### src/rtl/core/imu_pkt_pkg.sv
// ----------------------------------------------------------------------------
// imu_pkt_pkg
// Shared types and constants for the sensor packet deframer.
// ----------------------------------------------------------------------------
package imu_pkt_pkg;

    localparam logic [7:0] HDR_FIRST   = 8'hAA;
    localparam logic [7:0] HDR_SECOND  = 8'h00;
    localparam int         PAYLOAD_LEN = 12;

    localparam logic [3:0] POS_HUNT    = 4'd0;
    localparam logic [3:0] POS_HDR     = 4'd1;
    localparam logic [3:0] POS_PAYLOAD = 4'd2;
    localparam logic [3:0] POS_LAST    = 4'd13;
    localparam logic [3:0] POS_CHECK   = 4'd14;

    typedef struct packed {
        logic        [7:0]  frame_index;
        logic signed [15:0] angle_raw;
        logic signed [15:0] rate_raw;
        logic signed [15:0] accel_x_raw;
        logic signed [15:0] accel_y_raw;
        logic signed [15:0] accel_z_raw;
        logic        [7:0]  reserved_byte;
        logic               checksum_ok;
    } result_t;

endpackage

### src/rtl/core/imu_packet_deframer.sv
// ----------------------------------------------------------------------------
// imu_packet_deframer
// Splits a received byte stream into 15-byte sensor packets and decodes them.
// ----------------------------------------------------------------------------
// One byte is taken per clock. Bytes are accepted every cycle unless a decoded
// packet sits in the result register and is not being taken in that cycle, the
// single result register being the only thing that throttles input. A packet
// (header 0xAA 0x00, twelve payload bytes, check byte) gives one result in the
// cycle after its check byte transfer; 16-bit fields are little-endian and
// checksum_ok reports the modulo-256 sum of the payload against the check byte.
// ----------------------------------------------------------------------------
module imu_packet_deframer
(
    input  logic               clk,
    input  logic               rst_n,
    input  logic               rx_valid,
    output logic               rx_ready,
    input  logic        [7:0]  rx_byte,
    output logic               result_valid,
    input  logic               result_ready,
    output logic        [7:0]  frame_index,
    output logic signed [15:0] angle_raw,
    output logic signed [15:0] rate_raw,
    output logic signed [15:0] accel_x_raw,
    output logic signed [15:0] accel_y_raw,
    output logic signed [15:0] accel_z_raw,
    output logic        [7:0]  reserved_byte,
    output logic               checksum_ok
);

    logic                 byte_accept;
    logic                 frame_done;
    logic                 space;
    imu_pkt_pkg::result_t frame_result;
    imu_pkt_pkg::result_t result;

    assign rx_ready    = space;
    assign byte_accept = rx_valid && space;

    imu_pkt_collect u_collect
    (
        .clk          (clk),
        .rst_n        (rst_n),
        .byte_accept  (byte_accept),
        .rx_byte      (rx_byte),
        .frame_done   (frame_done),
        .frame_result (frame_result)
    );

    imu_pkt_out u_out
    (
        .clk          (clk),
        .rst_n        (rst_n),
        .load         (byte_accept && frame_done),
        .load_result  (frame_result),
        .result_ready (result_ready),
        .result_valid (result_valid),
        .space        (space),
        .result       (result)
    );

    assign frame_index   = result.frame_index;
    assign angle_raw     = result.angle_raw;
    assign rate_raw      = result.rate_raw;
    assign accel_x_raw   = result.accel_x_raw;
    assign accel_y_raw   = result.accel_y_raw;
    assign accel_z_raw   = result.accel_z_raw;
    assign reserved_byte = result.reserved_byte;
    assign checksum_ok   = result.checksum_ok;

endmodule

### src/rtl/core/imu_pkt_collect.sv
// ----------------------------------------------------------------------------
// imu_pkt_collect
// Header hunt, payload capture and checksum; decodes a packet on its check byte.
// ----------------------------------------------------------------------------
module imu_pkt_collect
(
    input  logic                  clk,
    input  logic                  rst_n,
    input  logic                  byte_accept,
    input  logic [7:0]            rx_byte,
    output logic                  frame_done,
    output imu_pkt_pkg::result_t  frame_result
);

    logic [3:0] pos_reg;
    logic [3:0] pos_next;
    logic [7:0] sum_reg;
    logic [7:0] sum_next;
    logic       shift_en;
    logic [7:0] payload_reg [imu_pkt_pkg::PAYLOAD_LEN];

    always_comb
    begin
        pos_next   = pos_reg;
        sum_next   = sum_reg;
        shift_en   = 1'b0;
        frame_done = 1'b0;
        if (pos_reg >= imu_pkt_pkg::POS_PAYLOAD && pos_reg <= imu_pkt_pkg::POS_LAST)
        begin
            shift_en = 1'b1;
            sum_next = sum_reg + rx_byte;
            pos_next = pos_reg + 4'd1;
        end
        else if (pos_reg == imu_pkt_pkg::POS_CHECK)
        begin
            frame_done = 1'b1;
            pos_next   = imu_pkt_pkg::POS_HUNT;
            sum_next   = 8'd0;
        end
        else if (pos_reg == imu_pkt_pkg::POS_HDR)
        begin
            if (rx_byte == imu_pkt_pkg::HDR_SECOND)
            begin
                pos_next = imu_pkt_pkg::POS_PAYLOAD;
                sum_next = 8'd0;
            end
            else
            begin
                pos_next = imu_pkt_pkg::POS_HUNT;
            end
        end
        else
        begin
            // hunting, also the unused position fifteen
            pos_next = (rx_byte == imu_pkt_pkg::HDR_FIRST) ? imu_pkt_pkg::POS_HDR
                                                           : imu_pkt_pkg::POS_HUNT;
        end
    end

    always_ff @(posedge clk or negedge rst_n)
    begin
        if (!rst_n)
        begin
            pos_reg <= imu_pkt_pkg::POS_HUNT;
            sum_reg <= 8'd0;
        end
        else if (byte_accept)
        begin
            pos_reg <= pos_next;
            sum_reg <= sum_next;
        end
    end

    // payload line: oldest byte ends up in entry 0
    always_ff @(posedge clk)
    begin
        if (byte_accept && shift_en)
        begin
            for (int i = 0; i < imu_pkt_pkg::PAYLOAD_LEN - 1; i++)
            begin
                payload_reg[i] <= payload_reg[i + 1];
            end
            payload_reg[imu_pkt_pkg::PAYLOAD_LEN - 1] <= rx_byte;
        end
    end

    always_comb
    begin
        frame_result.frame_index   = payload_reg[0];
        frame_result.angle_raw     = {payload_reg[2], payload_reg[1]};
        frame_result.rate_raw      = {payload_reg[4], payload_reg[3]};
        frame_result.accel_x_raw   = {payload_reg[6], payload_reg[5]};
        frame_result.accel_y_raw   = {payload_reg[8], payload_reg[7]};
        frame_result.accel_z_raw   = {payload_reg[10], payload_reg[9]};
        frame_result.reserved_byte = payload_reg[11];
        frame_result.checksum_ok   = (sum_reg == rx_byte);
    end

endmodule

### src/rtl/core/imu_pkt_out.sv
// ----------------------------------------------------------------------------
// imu_pkt_out
// Result register; holds a decoded packet until the downstream transfer.
// ----------------------------------------------------------------------------
module imu_pkt_out
(
    input  logic                  clk,
    input  logic                  rst_n,
    input  logic                  load,
    input  imu_pkt_pkg::result_t  load_result,
    input  logic                  result_ready,
    output logic                  result_valid,
    output logic                  space,
    output imu_pkt_pkg::result_t  result
);

    logic                 valid_reg;
    logic                 valid_next;
    imu_pkt_pkg::result_t result_reg;

    assign space = !valid_reg || result_ready;

    always_comb
    begin
        valid_next = valid_reg;
        if (load)
        begin
            valid_next = 1'b1;
        end
        else if (result_ready)
        begin
            valid_next = 1'b0;
        end
    end

    always_ff @(posedge clk or negedge rst_n)
    begin
        if (!rst_n)
        begin
            valid_reg <= 1'b0;
        end
        else
        begin
            valid_reg <= valid_next;
        end
    end

    always_ff @(posedge clk)
    begin
        if (load)
        begin
            result_reg <= load_result;
        end
    end

    assign result_valid = valid_reg;
    assign result       = result_reg;

endmodule

### config.mk
export PLATFORM = sky130hd
export DESIGN_NAME = imu_packet_deframer
export DESIGN_NICKNAME = d
export VERILOG_FILES = /design/src/rtl/core/imu_pkt_pkg.sv /design/src/rtl/core/imu_packet_deframer.sv /design/src/rtl/core/imu_pkt_collect.sv /design/src/rtl/core/imu_pkt_out.sv
export SDC_FILE = /design/constraint.sdc
export NUM_CORES = 1
export LEC_CHECK = 0
export ABC_AREA = 1
export BUFFER_PORTS_ARGS = -buffer_cell sky130_fd_sc_hd__buf_4
export CAP_MARGIN = 0
export CORE_MARGIN = 5
export CORE_UTILIZATION = 50
export CTS_BUF_LIST = sky130_fd_sc_hd__clkbuf_2 sky130_fd_sc_hd__clkbuf_4 sky130_fd_sc_hd__clkbuf_8
export DETAILED_ROUTE_END_ITERATION = 7
export GPL_TIMING_DRIVEN = 0
export PLACE_DENSITY = 0.72
export SLEW_MARGIN = 15
export SYNTH_ARGS = -nofsm -noshare
export SYNTH_HDL_FRONTEND = slang
export SYNTH_SLANG_ARGS = --single-unit
### constraint.sdc
create_clock -name clk -period 8.9 [get_ports clk]
set_input_delay 1.78 -clock clk [delete_from_list [all_inputs] [get_ports clk]]
set_output_delay 1.78 -clock clk [all_outputs]
set_load 0.05 [all_outputs]
# Word-level counts from Yosys, hierarchy flattened
# Memories as Yosys holds them, arrays and structs flattened. A register that Yosys moved wholly into a read port is not among the register bits.
# Index checks and enable logic that the tools add are counted.
[op_classes] order_cmp=2 n_eq_ne=4 n_addsub=2 mux=16 n_reduce_logical=11
[op_table] operator="8-bit two-way mux" count=4
[op_table] operator="4-bit two-way mux" count=3
[op_table] operator="8-bit adder" count=1
[op_table] operator="8-bit equality test" count=1
[op_table] operator="8-bit equality test, second input constant" count=1
[op_table] operator="8-bit zero test" count=1
[op_table] operator="1-bit two-way mux" count=8
[op_table] operator="3-bit nonzero test" count=2
[op_table] operator="4-bit by 1-bit adder with 4-bit output, second input constant" count=1
[op_table] operator="4-bit by 1-bit equality test with 1-bit output, second input constant" count=1
[op_table] operator="4-bit equality test, second input constant" count=1
[op_table] operator="4-bit by 2-bit greater-or-equal comparator with 1-bit output, second input constant" count=1
[op_table] operator="4-bit <= comparator, second input constant" count=1
[op_table] operator="1-bit logical AND" count=4
[op_table] operator="3-bit AND reduction" count=1
[op_table] operator="2-bit two-way mux" count=1
[op_table] operator="2-bit nonzero test" count=1
[op_table] operator="1-bit zero test" count=1
[op_table] operator="1-bit logical OR" count=1
[totals] regBits=102 mem_bits_rw=96 elab_cells=46 n_memories=1
[memory_table] name="u_collect.payload_reg" depth=12 word_bits=8 read_ports=12 rd_clocked_by_memory_dff=1 write_ports=12 line="imu_pkt_collect.sv:20" source="logic [7:0] payload_reg [imu_pkt_pkg::PAYLOAD_LEN];"

# Longest topological paths before layout
# Gate-level depths: netlist of the first run.
[logic_depth] ltp_word=6 ltp_mapped=10

# Hierarchy
# From an unflattened synthesis of the first run, not the netlist that was laid out.
[hier_totals] cells_unflattened=360 hier_area_um2=6956.7
[by_module_without_submodules] mod="imu_pkt_collect" instances=1 cells_each=254 area_each_um2=3981.3 seq_area_each_um2=3183.1
[by_module_without_submodules] mod="imu_pkt_out" instances=1 cells_each=102 area_each_um2=2957.8 seq_area_each_um2=2937.8
[by_module_without_submodules] mod="imu_packet_deframer" instances=1 cells_each=4 area_each_um2=17.5 seq_area_each_um2=0.0

# Worst setup path before layout of the first run
# Ideal clock, no wire load.
[synth_path] path_type="input to register" start="input result_ready" end="register u_out.result_reg (netlist bit u_out.result[0]) (enable)" stages=7 slack_ns=1.564 n_path_buf=1 arrival_ns=6.782 required_ns=8.347 cell_sequence="inv_1 -> nand2_1 -> nand2_1 -> inv_2 -> buf_4 -> nand2_1 -> nor2_1"
[synth_via] elab_chain_cells=3
[synth_rtl] element="start, declared" line="imu_packet_deframer.sv:20" source="input logic result_ready,"
[synth_rtl] element="1-bit logical OR" line="imu_pkt_out.sv:21" source="assign space = !valid_reg || result_ready;"
[synth_rtl] element="net rx_ready" line="imu_packet_deframer.sv:17" source="output logic rx_ready,"
[synth_rtl] element="1-bit logical AND" line="imu_packet_deframer.sv:38" source="assign byte_accept = rx_valid && space;"
[synth_rtl] element="1-bit logical AND" line="imu_packet_deframer.sv:54" source=".load (byte_accept && frame_done),"
[synth_rtl] element="net u_out.load" line="imu_pkt_out.sv:9" source="input logic load,"
[synth_rtl] element="end signal, assigned" line="imu_pkt_out.sv:52" source="result_reg <= load_result;"
[synth_rtl] element="end, declared" line="imu_pkt_out.sv:19" source="imu_pkt_pkg::result_t result_reg;"
# The timed path passes the listed nets, and every way through them passes these cells.
# A chain may end at the register's enable or synchronous reset.

# Final worst setup path of the first run
[layout_path] start="input result_ready" end="output rx_ready"
[layout_via] elab_chain_cells=1
[layout_rtl] element="1-bit logical OR" line="imu_pkt_out.sv:21"
[layout_rtl] element="end, declared" line="imu_packet_deframer.sv:17"
# Every way passes these cells.

==> results by group, run 1 <==
Layout
  • Share of layout cells above drive strength 1: 0.3403
  • Post-route cell area: 0.008783 mm^2
  • NumNets Final: 531
  • Area of the multi-input gates: 728.2 um^2
  • Antenna diode count: 0
  • Register Area: 0.006121 mm^2
  • Core Util, Final: 0.6402
  • P&R area growth vs syn: 26.76%
  • FILL cells: 952
  • Number of cells in the finished layout apart from fillers: 709
  • Largest register FFs: 97

Setup path
  • Worst R2R Start: u_collect.pos_reg[1]$_DFFE_PN0P_
  • Cell Chain, Critical Path: buf_4 > inv_1 > nand2_1 > buf_4
  • CP Launch Type: primary input
  • Critical Path Most Common Cell: buf_4
  • CP delay by family, top: buffers and inverters
  • Req. time, crit path: 7.12 ns
  • WS Path Type: primary input to primary output
  • Peak fanout along the critical path: 3
  • Crit path buf inv count: 3
  • Reg2Reg Setup Slack: 6.26 ns
  • Critical path's slowest cell: buf_4
  • WP data arrival: 2.23 ns
  • R2R Path End: u_out.result[78]$_DFFE_PP_
  • Crit-path max cell delay: 0.21 ns
  • Worst r2r path cells: 9
  • Endpoint class of the critical path: primary output

Pwr
  • Flop pwr share: 0.543
  • Sw frac: 0.2138
  • Power density cells: 226.4 mW/mm^2
  • Clk pwr share: 0.387
  • Sw power: 425.1 uW
  • Gate power share: 0.070
  • Lkg Pwr: 3.313 nW
  • Int Pwr: 1.563 mW
  • Largest vdd supply drop: 0.1315 mV

Drt
  • Highest Signal Layer: met4
  • Vias per cell: 4.848
  • DRT Pass-1 Iters: 4
  • M1 wire length: 4442 um
  • Routed wl met2: 5385 um
  • WL final: 10,900 um
  • Remaining antenna violation count after routing: 0
  • DRC violations left: 0
  • Via count: 3,437
  • Starting DRT DRC Count: 231
  • Routed WL per cell: 15.38 um
  • Routed wl met3: 801 um

Floorplanning
  • Initial core utilization: 0.5051
  • DIE WIDTH: 127.7 um
  • Total Die Area: 0.01631 mm^2
  • Die extent in y: 127.7 um
  • Core ar.: 0.01372 mm^2
  • IO Count: 111
  • Row cnt: 43

Synth
  • Asr flop ratio synth: 0.06311
  • Commonest cells post-synth: edfxtp_1, nand2_1, nor2_1, inv_1, nand3_1
  • Count of cell types in the netlist: 25
  • EDFF count, synth: 193
  • Largest area contributor in the netlist: edfxtp_1
  • Most numerous cell in the Yosys netlist: edfxtp_1
  • Synth area leaders: edfxtp_1, dfrtp_1, nand2_1, ha_1, nand3_1
  • Mapped Cells: 358
  • Top_reg_cell synth: edfxtp_1
  • Syn nets: 382
  • Post-synth top area share: 0.8364
  • Mapped Avg Cell Area: 19.36 um^2
  • Post-synthesis cell area: 0.006929 mm^2
  • Sequential area share after synthesis: 0.8834
  • Synth warnings: 0
  • Count of state elements after synthesis: 206

Clocking
  • Worst-path clk slew: 0.06 ns
  • Num CTS Buffers: 30
  • Clock buffer depth: 3
  • Post-CTS Resized: 0
  • Clock latency at the later pin of the worst-skew pair: 0.53 ns
  • CTS tree: yes
  • CTS Hold Bufs: 0
  • Setup Buffers After CTS: 0
  • # clock sinks: 206
  • Max H-tree Level: 1
  • Root Buffer: clkbuf_8

Min path
  • Worst hold endpoint: u_out.result[91]$_DFFE_PP_
  • Hold Path Depth: 0
  • Hold Startpoint: u_collect.payload_reg[0][2]$_DFFE_PP_
  • Worst min-delay path category: flip-flop to flip-flop

STA
  • Slew of the pin with the lowest slew margin: 0.7691 ns
  • Final worst path period need: 4.013 ns
  • Slew Limit Fails: 0
  • Clk_skew: 0.01573 ns
  • Worst slew margin: 0.4861
  • Tcrit/Tclk final: 0.4509
  • Hold slack: 0.4251 ns
  • Count of final setup violators: 0
  • FMAX: 249.2 MHz
  • Unrepaired setup endpoints after global routing: false
  • Final hold vios: 0

Global routing
  • Tot GR Track Use: 0.1331
  • Vias in the first global route: 3,494
  • First-pass GRT wire length: 17,230 um
  • Initial antenna violation count: 0
  • Overflow after GRT: 0
  • Largest net degree at the start of global routing: 31

Outcome
  • Outcome: completed

Placed design
  • DP Area: 0.008150 mm^2
  • Post-DP HPWL: 7413 um
  • DP Cell Count: 655
  • GPL Wtd Cong: 0.7788
  • I/O Buffers: 110

Run
  • Max-Cap Viols: 0
-- worst max path at each step --
stage,startpoint,end,slack (ns),cells past startpoint
6_report,result_ready,rx_ready,4.89,4
5_1_grt,result_ready,rx_ready,4.87,4
4_1_cts,result_ready,rx_ready,4.89,4
3_5_place_dp,result_ready,rx_ready,4.89,4
3_3_place_gp,result_ready,u_out.result[80]$_DFFE_PP_,-0.10,8
2_1_floorplan,result_ready,u_out.result[0]$_DFFE_PP_,1.56,7
-- layer usage --
metal	global-route usage	vias up
met4	0.05181	0
li1	-	1617
met5	0	-
met1	0.1700	1671
met3	0.03542	27
met2	0.2197	122
-- area by class of cell --
class,count,area share
sequential,206,0.6969
timing repair buffer,117,0.1125
multi-input combinational,130,0.08291
clock buffer,40,0.05556
tap,180,0.02564
clock inverter,14,0.01652
inverter,21,0.009117
buffer,1,0.0008547
-- worst register-to-register path: stages, from the launching register on --
cell     delay, ns
dfrtp_1       0.43
inv_1         0.09
ha_1          0.20
nor2_1        0.19
nand2_4       0.09
nand2_2       0.15
nand2_1       0.13
nor2_4        0.61
buf_16        0.25
buf_12        0.21
-- layout by cell type (no fill, tap or decap), drive strengths merged --
cell / synthesis / final
edfxtp: 193 / 193
buf: 1 / 118
nand2: 60 / 60
clkbuf: 0 / 40
nor2: 22 / 22
inv: 20 / 21
nand3: 15 / 15
dfrtp: 13 / 13
ha: 11 / 11
clkinv: 1 / 11
a21oi: 7 / 7
nor3: 3 / 3
nand4: 3 / 3
bufinv: 0 / 3
xor2: 2 / 2
o21ai: 2 / 2
a22oi: 1 / 1
and2: 1 / 1
nand3b: 1 / 1
xnor2: 1 / 1
fa: 1 / 1
-- power by group through the flow --
stage / Sequential [mW] / Clock [mW] / Combinational [mW]
CTS: 1.08 / 0.797 / 0.139
global route: 1.08 / 0.845 / 0.161
detailed placement: 1.10 / 0 / 0.139
global placement: 1.10 / 0 / 0.130
finish: 1.08 / 0.770 / 0.139
floorplan: 1.10 / 0 / 0.107
-- cells by family after synthesis --
kind of cell,synth area share
AO/OA/AOI/OAI,0.009210
XOR/XNOR,0.003793
adder cells (fa/ha/maj),0.02275
buffers and inverters,0.01264
flip-flops,0.8834
AND/OR/NAND/NOR,0.06826
-- per-stage QoR --
step                      setup TNS (ns)  total power, mW  setup WS [ns]
final                                  0            1.989          4.887
after floorplan                        0            1.203          1.564
after global placement            -9.048            1.228        -0.1009
after detailed placement               0            1.237          4.889
after CTS                              0            2.014          4.886
after global routing                   0            2.086          4.871
(Power assumes the default switching activity.)
==> run 2, diff against run 1 <==
==> constraint.sdc (replaced) <==
create_clock -name clk -period 4.13 [get_ports clk]
set_input_delay 0.826 -clock clk [delete_from_list [all_inputs] [get_ports clk]]
set_output_delay 0.826 -clock clk [all_outputs]
set_load 0.05 [all_outputs]
==> results by group, run 2 (synthesis results as in run 1) <==
Clocking
  • Worst-path clk slew: 0.06 ns (about the same)
  • Root Buffer: clkbuf_8
  • Setup Buffers After CTS: 0 (unchanged)
  • Post-CTS Resized: 0 (unchanged)
  • Max H-tree Level: 1 (unchanged)
  • CTS tree: yes
  • CTS Hold Bufs: 0 (unchanged)
  • Clock buffer depth: 3 (unchanged)
  • Clock latency at the later pin of the worst-skew pair: 0.54 ns (about the same)
  • # clock sinks: 206 (unchanged)
  • Num CTS Buffers: 31 (+3.3%)

Global routing
  • First-pass GRT wire length: 17,820 um (+3.4%)
  • Largest net degree at the start of global routing: 29 (-6.5%)
  • Initial antenna violation count: 0 (unchanged)
  • Tot GR Track Use: 0.1369 (+0.003802)
  • Vias in the first global route: 3,525 (+0.89%)
  • Overflow after GRT: 0 (unchanged)

Pwr
  • Clk pwr share: 0.377 (-0.010)
  • Gate power share: 0.071 (about the same)
  • Flop pwr share: 0.552 (+0.009)
  • Sw power: 928.9 uW (+120%)
  • Int Pwr: 3.284 mW (+110%)
  • Lkg Pwr: 3.322 nW (+0.27%)
  • Total power: 4.213 mW (+110%)
  • Largest vdd supply drop: 0.2589 mV (+97%)
  • Power density cells: 478.9 mW/mm^2 (+110%)
  • Sw frac: 0.2205 (+0.006709)

Placed design
  • Post-DP HPWL: 7522 um (+1.5%)
  • GPL Wtd Cong: 0.8708 (+12%)
  • I/O Buffers: 110 (unchanged)
  • DP Cell Count: 656 (+0.15%)
  • Dpl ws: 1.100 ns (-3.789 ns)

Floorplanning
  • Core ar.: 0.01372 mm^2 (unchanged)
  • DIE WIDTH: 127.7 um (unchanged)
  • Die extent in y: 127.7 um (unchanged)
  • Total Die Area: 0.01631 mm^2 (unchanged)
  • Initial core utilization: 0.5051 (unchanged)
  • Row cnt: 43 (unchanged)
  • IO Count: 111 (unchanged)

Outcome
  • Outcome: completed

Layout
  • P&R area growth vs syn: 26.96%
  • Largest register FFs: 97 (unchanged)
  • Commonest non-fill, non-tap cell in the layout: edfxtp_1
  • Area of the multi-input gates: 728.2 um^2 (unchanged)
  • NumNets Final: 533 (+0.38%)
  • Commonest cells after routing, fill and taps aside: edfxtp_1, buf_4, nand2_1
  • Share of layout cells above drive strength 1: 0.3408 (+0.0005593)
  • Register Area: 0.006121 mm^2 (unchanged)
  • Antenna diode count: 0 (unchanged)
  • FILL cells: 949 (-0.32%)
  • Number of cells in the finished layout apart from fillers: 714 (+0.71%)

Drt
  • Remaining antenna violation count after routing: 0 (unchanged)
  • DRC violations left: 0 (unchanged)
  • Routed WL per cell: 15.63 um (+1.6%)
  • WL final: 11,160 um (+2.4%)
  • Vias per cell: 4.796 (-1.1%)
  • DRT Pass-1 Iters: 4 (unchanged)
  • Starting DRT DRC Count: 176 (-24%)
  • Via count: 3,424 (-0.38%)

STA
  • Count of final setup violators: 0 (unchanged)
  • Slew of the pin with the lowest slew margin: 0.7188 ns (-0.05029 ns)
  • Total Neg Setup Slack: 0 ns (unchanged)
  • Hold slack: 0.1218 ns (-0.3033 ns)
  • Final WS setup: 1.430 ns (-3.457 ns)
  • Tcrit/Tclk final: 0.6537
  • Final worst path period need: 2.700 ns
  • Unrepaired setup endpoints after global routing: false
  • FMAX: 370.4 MHz
  • Worst slew margin: 0.5197 (+0.03361)
  • Final hold vios: 0 (unchanged)
  • Clk_skew: 0.01660 ns (+0.0008768 ns)
  • Slew Limit Fails: 0 (unchanged)

Setup path
  • WS Path Type: flip-flop to flip-flop
  • CP Launch Type: flip-flop
  • Peak fanout along the critical path: 27 (+24)
  • Req. time, crit path: 4.36 ns (-2.76 ns)
  • Endpoint class of the critical path: flip-flop
  • WP data arrival: 2.93 ns (+0.70 ns)
  • Worst r2r path cells: 9 (unchanged)

Min path
  • Worst min-delay path category: primary input to asynchronous set/reset pin

Run
  • Max-Cap Viols: 0 (unchanged)
==> run 2: cell count changes in the layout (fill, tap and decap cells not counted), moves of 2 or more <==
cell / before / now
bufinv_16: 3 / 1
buf_16: 3 / 5
clkbuf_4: 10 / 12
clkinv_1: 6 / 9
==> run 2: critical path, cell delays in order (launching register included) <==
cell     delay [ns]
dfrtp_1        0.44
inv_1          0.09
ha_1           0.19
nor2_1         0.22
nand2_4        0.09
nand2_2        0.15
nand2_1        0.14
nor2_4         0.58
buf_12         0.27
buf_12         0.21
==> run 2: worst paths after layout <==
check	from	end	slack [ns]
setup / recovery	u_collect.pos_reg[1]$_DFFE_PN0P_	u_out.result[25]$_DFFE_PP_	1.43
hold / removal	rst_n	u_collect.sum_reg[6]$_DFFE_PN0P_	0.12
setup reg to reg	u_collect.pos_reg[1]$_DFFE_PN0P_	u_out.result[25]$_DFFE_PP_	1.43
hold reg to reg	u_collect.payload_reg[0][6]$_DFFE_PP_	u_out.result[95]$_DFFE_PP_	0.42
max in group asynchronous	rst_n	u_collect.pos_reg[1]$_DFFE_PN0P_	3.83
min in group clk	u_collect.payload_reg[0][6]$_DFFE_PP_	u_out.result[95]$_DFFE_PP_	0.42
==> run 2: metrics by stage <==
step	area (um^2)	utilization
6_report	8797	0.6412
5_1_grt	8797	0.6412
4_1_cts	8797	0.6412
3_5_place_dp	8185	0.5966
3_3_place_gp	7988	0.5822
2_1_floorplan	6937	-
==> run 2: power groups by stage <==
stage                     clock [mW]  sequential, mW  combinational, mW
after CTS                       1.65            2.33              0.298
after global placement             0            2.37              0.279
after detailed placement           0            2.37              0.298
final                           1.59            2.33              0.298
after global routing            1.75            2.33              0.341
after floorplan                    0            2.36              0.231
==> run 2: layer usage <==
layer | global-route usage | up-vias | part of all wire
li1 | - | 1635 | -
met1 | 0.1732 | 1671 | 0.41
met2 | 0.2320 | 103 | 0.50
met3 | 0.03625 | 15 | 0.072
met4 | 0.04494 | 0 | 0.014
met5 | 0 | - | 0
==> run 2: cell type report <==
class,instances,area share
clock inverter,15,0.01081
timing repair buffer,118,0.1163
multi-input combinational,130,0.08278
sequential,206,0.6958
clock buffer,43,0.05874
buffer,1,0.0008534
tap,180,0.02560
inverter,21,0.009103
==> run 3, diff against run 2 <==
--- a/config.mk
+++ b/config.mk
@@ -13,7 +13,7 @@
 export CTS_BUF_LIST = sky130_fd_sc_hd__clkbuf_2 sky130_fd_sc_hd__clkbuf_4 sky130_fd_sc_hd__clkbuf_8
 export DETAILED_ROUTE_END_ITERATION = 7
 export GPL_TIMING_DRIVEN = 0
-export PLACE_DENSITY = 0.72
+export PLACE_DENSITY = 0.75
 export SLEW_MARGIN = 15
 export SYNTH_ARGS = -nofsm -noshare
 export SYNTH_HDL_FRONTEND = slang
==> constraint.sdc (replaced) <==
create_clock -name clk -period 2.4 [get_ports clk]
set_input_delay 0.48 -clock clk [delete_from_list [all_inputs] [get_ports clk]]
set_output_delay 0.48 -clock clk [all_outputs]
set_load 0.05 [all_outputs]
==> results by group, run 3 (synthesis results as in run 1) <==
Setup path
  • Req. time, crit path: 2.62 ns (-1.74 ns)
  • Cell Chain, Critical Path: inv_4 > ha_4 > nor2_2 > nand2_2 > nand2_4 > nor2_4 > buf_12 > buf_12
  • WP data arrival: 2.46 ns (-0.47 ns)
  • Endpoint class of the critical path: flip-flop
  • Critical Path Most Common Cell: buf_12
  • Critical path's slowest cell: dfrtp_2
  • WS Path Type: flip-flop to flip-flop
  • Worst r2r path cells: 8 (-1)
  • Crit-path max cell delay: 0.48 ns (-0.10 ns)
  • Reg2Reg Setup Slack: 0.16 ns (-1.27 ns)
  • Peak fanout along the critical path: 29 (+7.4%)
  • R2R Path End: u_collect.payload_reg[0][5]$_DFFE_PP_
  • CP Launch Type: flip-flop
  • Worst R2R Start: u_collect.pos_reg[0]$_DFFE_PN0P_

Pwr
  • Power density cells: 849.2 mW/mm^2 (+77%)
  • Lkg Pwr: 3.344 nW (+0.68%)
  • Total power: 7.591 mW (+80%)
  • Largest vdd supply drop: 0.5068 mV (+96%)

STA
  • Hold slack: 0.1698 ns (+0.04804 ns)
  • FMAX: 446.0 MHz (+20%)
  • Slew of the pin with the lowest slew margin: 0.5902 ns (-0.1286 ns)
  • Unrepaired setup endpoints after global routing: false
  • Clk_skew: 0.006966 ns (-0.009638 ns)
  • Slew Limit Fails: 0 (unchanged)
  • Final worst path period need: 2.242 ns (-0.4577 ns)
  • Tcrit/Tclk final: 0.9342 (+0.2805)
  • Final hold vios: 0 (unchanged)
  • Worst slew margin: 0.6056 (+0.08591)
  • Count of final setup violators: 0 (unchanged)

Floorplanning
  • Initial core utilization: 0.5051 (unchanged)
  • Die extent in y: 127.7 um (unchanged)
  • IO Count: 111 (unchanged)
  • Total Die Area: 0.01631 mm^2 (unchanged)
  • Core ar.: 0.01372 mm^2 (unchanged)
  • Row cnt: 43 (unchanged)
  • DIE WIDTH: 127.7 um (unchanged)

Layout
  • NumNets Final: 534 (+0.19%)
  • Commonest non-fill, non-tap cell in the layout: edfxtp_1
  • P&R area growth vs syn: 29.00%
  • Antenna diode count: 0 (unchanged)
  • FILL cells: 935 (-1.5%)
  • Area of the multi-input gates: 812.0 um^2 (+12%)
  • Share of layout cells above drive strength 1: 0.3708 (+0.02996)
  • Post-route cell area: 0.008939 mm^2 (+1.6%)
  • Largest register FFs: 97 (unchanged)
  • Commonest cells after routing, fill and taps aside: edfxtp_1, buf_4, nand2_1
  • Register Area: 0.006125 mm^2 (about the same)

Min path
  • Worst min-delay path category: primary input to flip-flop
  • Hold Startpoint: rx_byte[0]
  • Worst hold endpoint: u_collect.payload_reg[11][0]$_DFFE_PP_
  • Hold Path Depth: 1

Placed design
  • I/O Buffers: 110 (unchanged)
  • DP Area: 0.008237 mm^2 (+0.63%)
  • GPL Wtd Cong: 0.7660 (-12%)
  • Post-DP HPWL: 7499 um (-0.30%)

Global routing
  • First-pass GRT wire length: 17,590 um (-1.3%)
  • Largest net degree at the start of global routing: 31 (+6.9%)
  • Initial antenna violation count: 0 (unchanged)
  • Vias in the first global route: 3,455 (-2.0%)
  • Tot GR Track Use: 0.1345 (-0.002396)
  • Overflow after GRT: 0 (unchanged)

Clocking
  • Num CTS Buffers: 31 (unchanged)
  • # clock sinks: 206 (unchanged)
  • CTS tree: yes
  • Root Buffer: clkbuf_8
  • Clock latency at the later pin of the worst-skew pair: 0.52 ns (-0.02 ns)
  • Clock buffer depth: 3 (unchanged)
  • Worst-path clk slew: 0.06 ns (about the same)
  • Max H-tree Level: 1 (unchanged)

Drt
  • Starting DRT DRC Count: 189 (+7.4%)
  • Vias per cell: 4.808 (+0.26%)
  • WL final: 11,060 um (-0.92%)
  • DRT Pass-1 Iters: 4 (unchanged)
  • DRC violations left: 0 (unchanged)
  • Remaining antenna violation count after routing: 0 (unchanged)
  • Routed WL per cell: 15.49 um (-0.92%)
  • Via count: 3,433 (+0.26%)

Outcome
  • Outcome: completed

Run
  • Max-Cap Viols: 0 (unchanged)
## run 3: how the worst max path moves through the flow
| stage | start | to | slack, ns | depth (start not counted) |
|---|---|---|---|---|
| global placement | u_collect.pos_reg[0]$_DFFE_PN0P_ | u_out.result[85]$_DFFE_PP_ | -1.20 | 6 |
| detailed placement | u_collect.pos_reg[0]$_DFFE_PN0P_ | u_out.result[86]$_DFFE_PP_ | -0.05 | 8 |
| CTS | u_collect.pos_reg[0]$_DFFE_PN0P_ | u_collect.payload_reg[0][7]$_DFFE_PP_ | 0.09 | 8 |
| floorplan | u_out.result_valid$_DFFE_PN0P_ | u_out.result[0]$_DFFE_PP_ | -0.48 | 6 |
| finish | u_collect.pos_reg[0]$_DFFE_PN0P_ | u_collect.payload_reg[0][5]$_DFFE_PP_ | 0.16 | 8 |
| global route | u_collect.pos_reg[0]$_DFFE_PN0P_ | u_collect.payload_reg[0][5]$_DFFE_PP_ | 0.02 | 8 |
## run 3: timing repair
| action | 4_1_cts | 5_1_grt |
|---|---|---|
| cloned | 0 | 0 |
| buffers inserted | 1 | 0 |
| resized for setup | 0 | 0 |
| pin swaps | 1 | 1 |
| endpoints found under the setup margin | 58 | 3 |
| endpoints found under the hold margin | 13 | 0 |
| hold buffers | 1 | 0 |
## run 3: where the power goes
group          switching [mW]  total (mW)  internal [mW]
clock                    1.22        3.02           1.80
sequential             0.0614        4.01           3.95
combinational           0.335       0.563          0.228
total                    1.62        7.59           5.98
## run 3: critical path, delay by kind of cell (launching register included)
| kind | cells | cell delay, ns |
|---|---|---|
| adders and majority gates | 1 | 0.14 |
| buffers and inverters | 3 | 0.58 |
| DFF | 1 | 0.48 |
| and+or+nand+nor | 4 | 0.73 |
## run 3: cell type report
cell class,instances,share of cell area
Buffer,1,0.001260
Tap cell,180,0.02520
Inverter,21,0.009239
Clock inverter,16,0.02044
Clock buffer,41,0.05613
Multi-Input combinational cell,130,0.09085
Timing Repair Buffer,119,0.1117
Sequential cell,206,0.6852
## run 3: metrics by stage
step / TNS (ns) / worst slack, ns / cells / util
6_report: 0 / 0.1579 / 714 / 0.6515
5_1_grt: 0 / 0.01704 / 714 / 0.6515
4_1_cts: 0 / 0.09496 / 714 / 0.6515
3_5_place_dp: -2.754 / -0.05069 / 655 / 0.6004
3_3_place_gp: -235.22 / -1.195 / 648 / 0.5891
2_1_floorplan: -89.78 / -0.4842 / 358 / -
## run 3: routing by layer
| metal | part of all wire | track usage | up-vias |
|---|---|---|---|
| li1 | - | - | 1622 |
| met1 | 0.40 | 0.1743 | 1672 |
| met2 | 0.50 | 0.2200 | 114 |
| met3 | 0.083 | 0.04125 | 25 |
| met4 | 0.017 | 0.04307 | 0 |
| met5 | 0 | 0 | - |
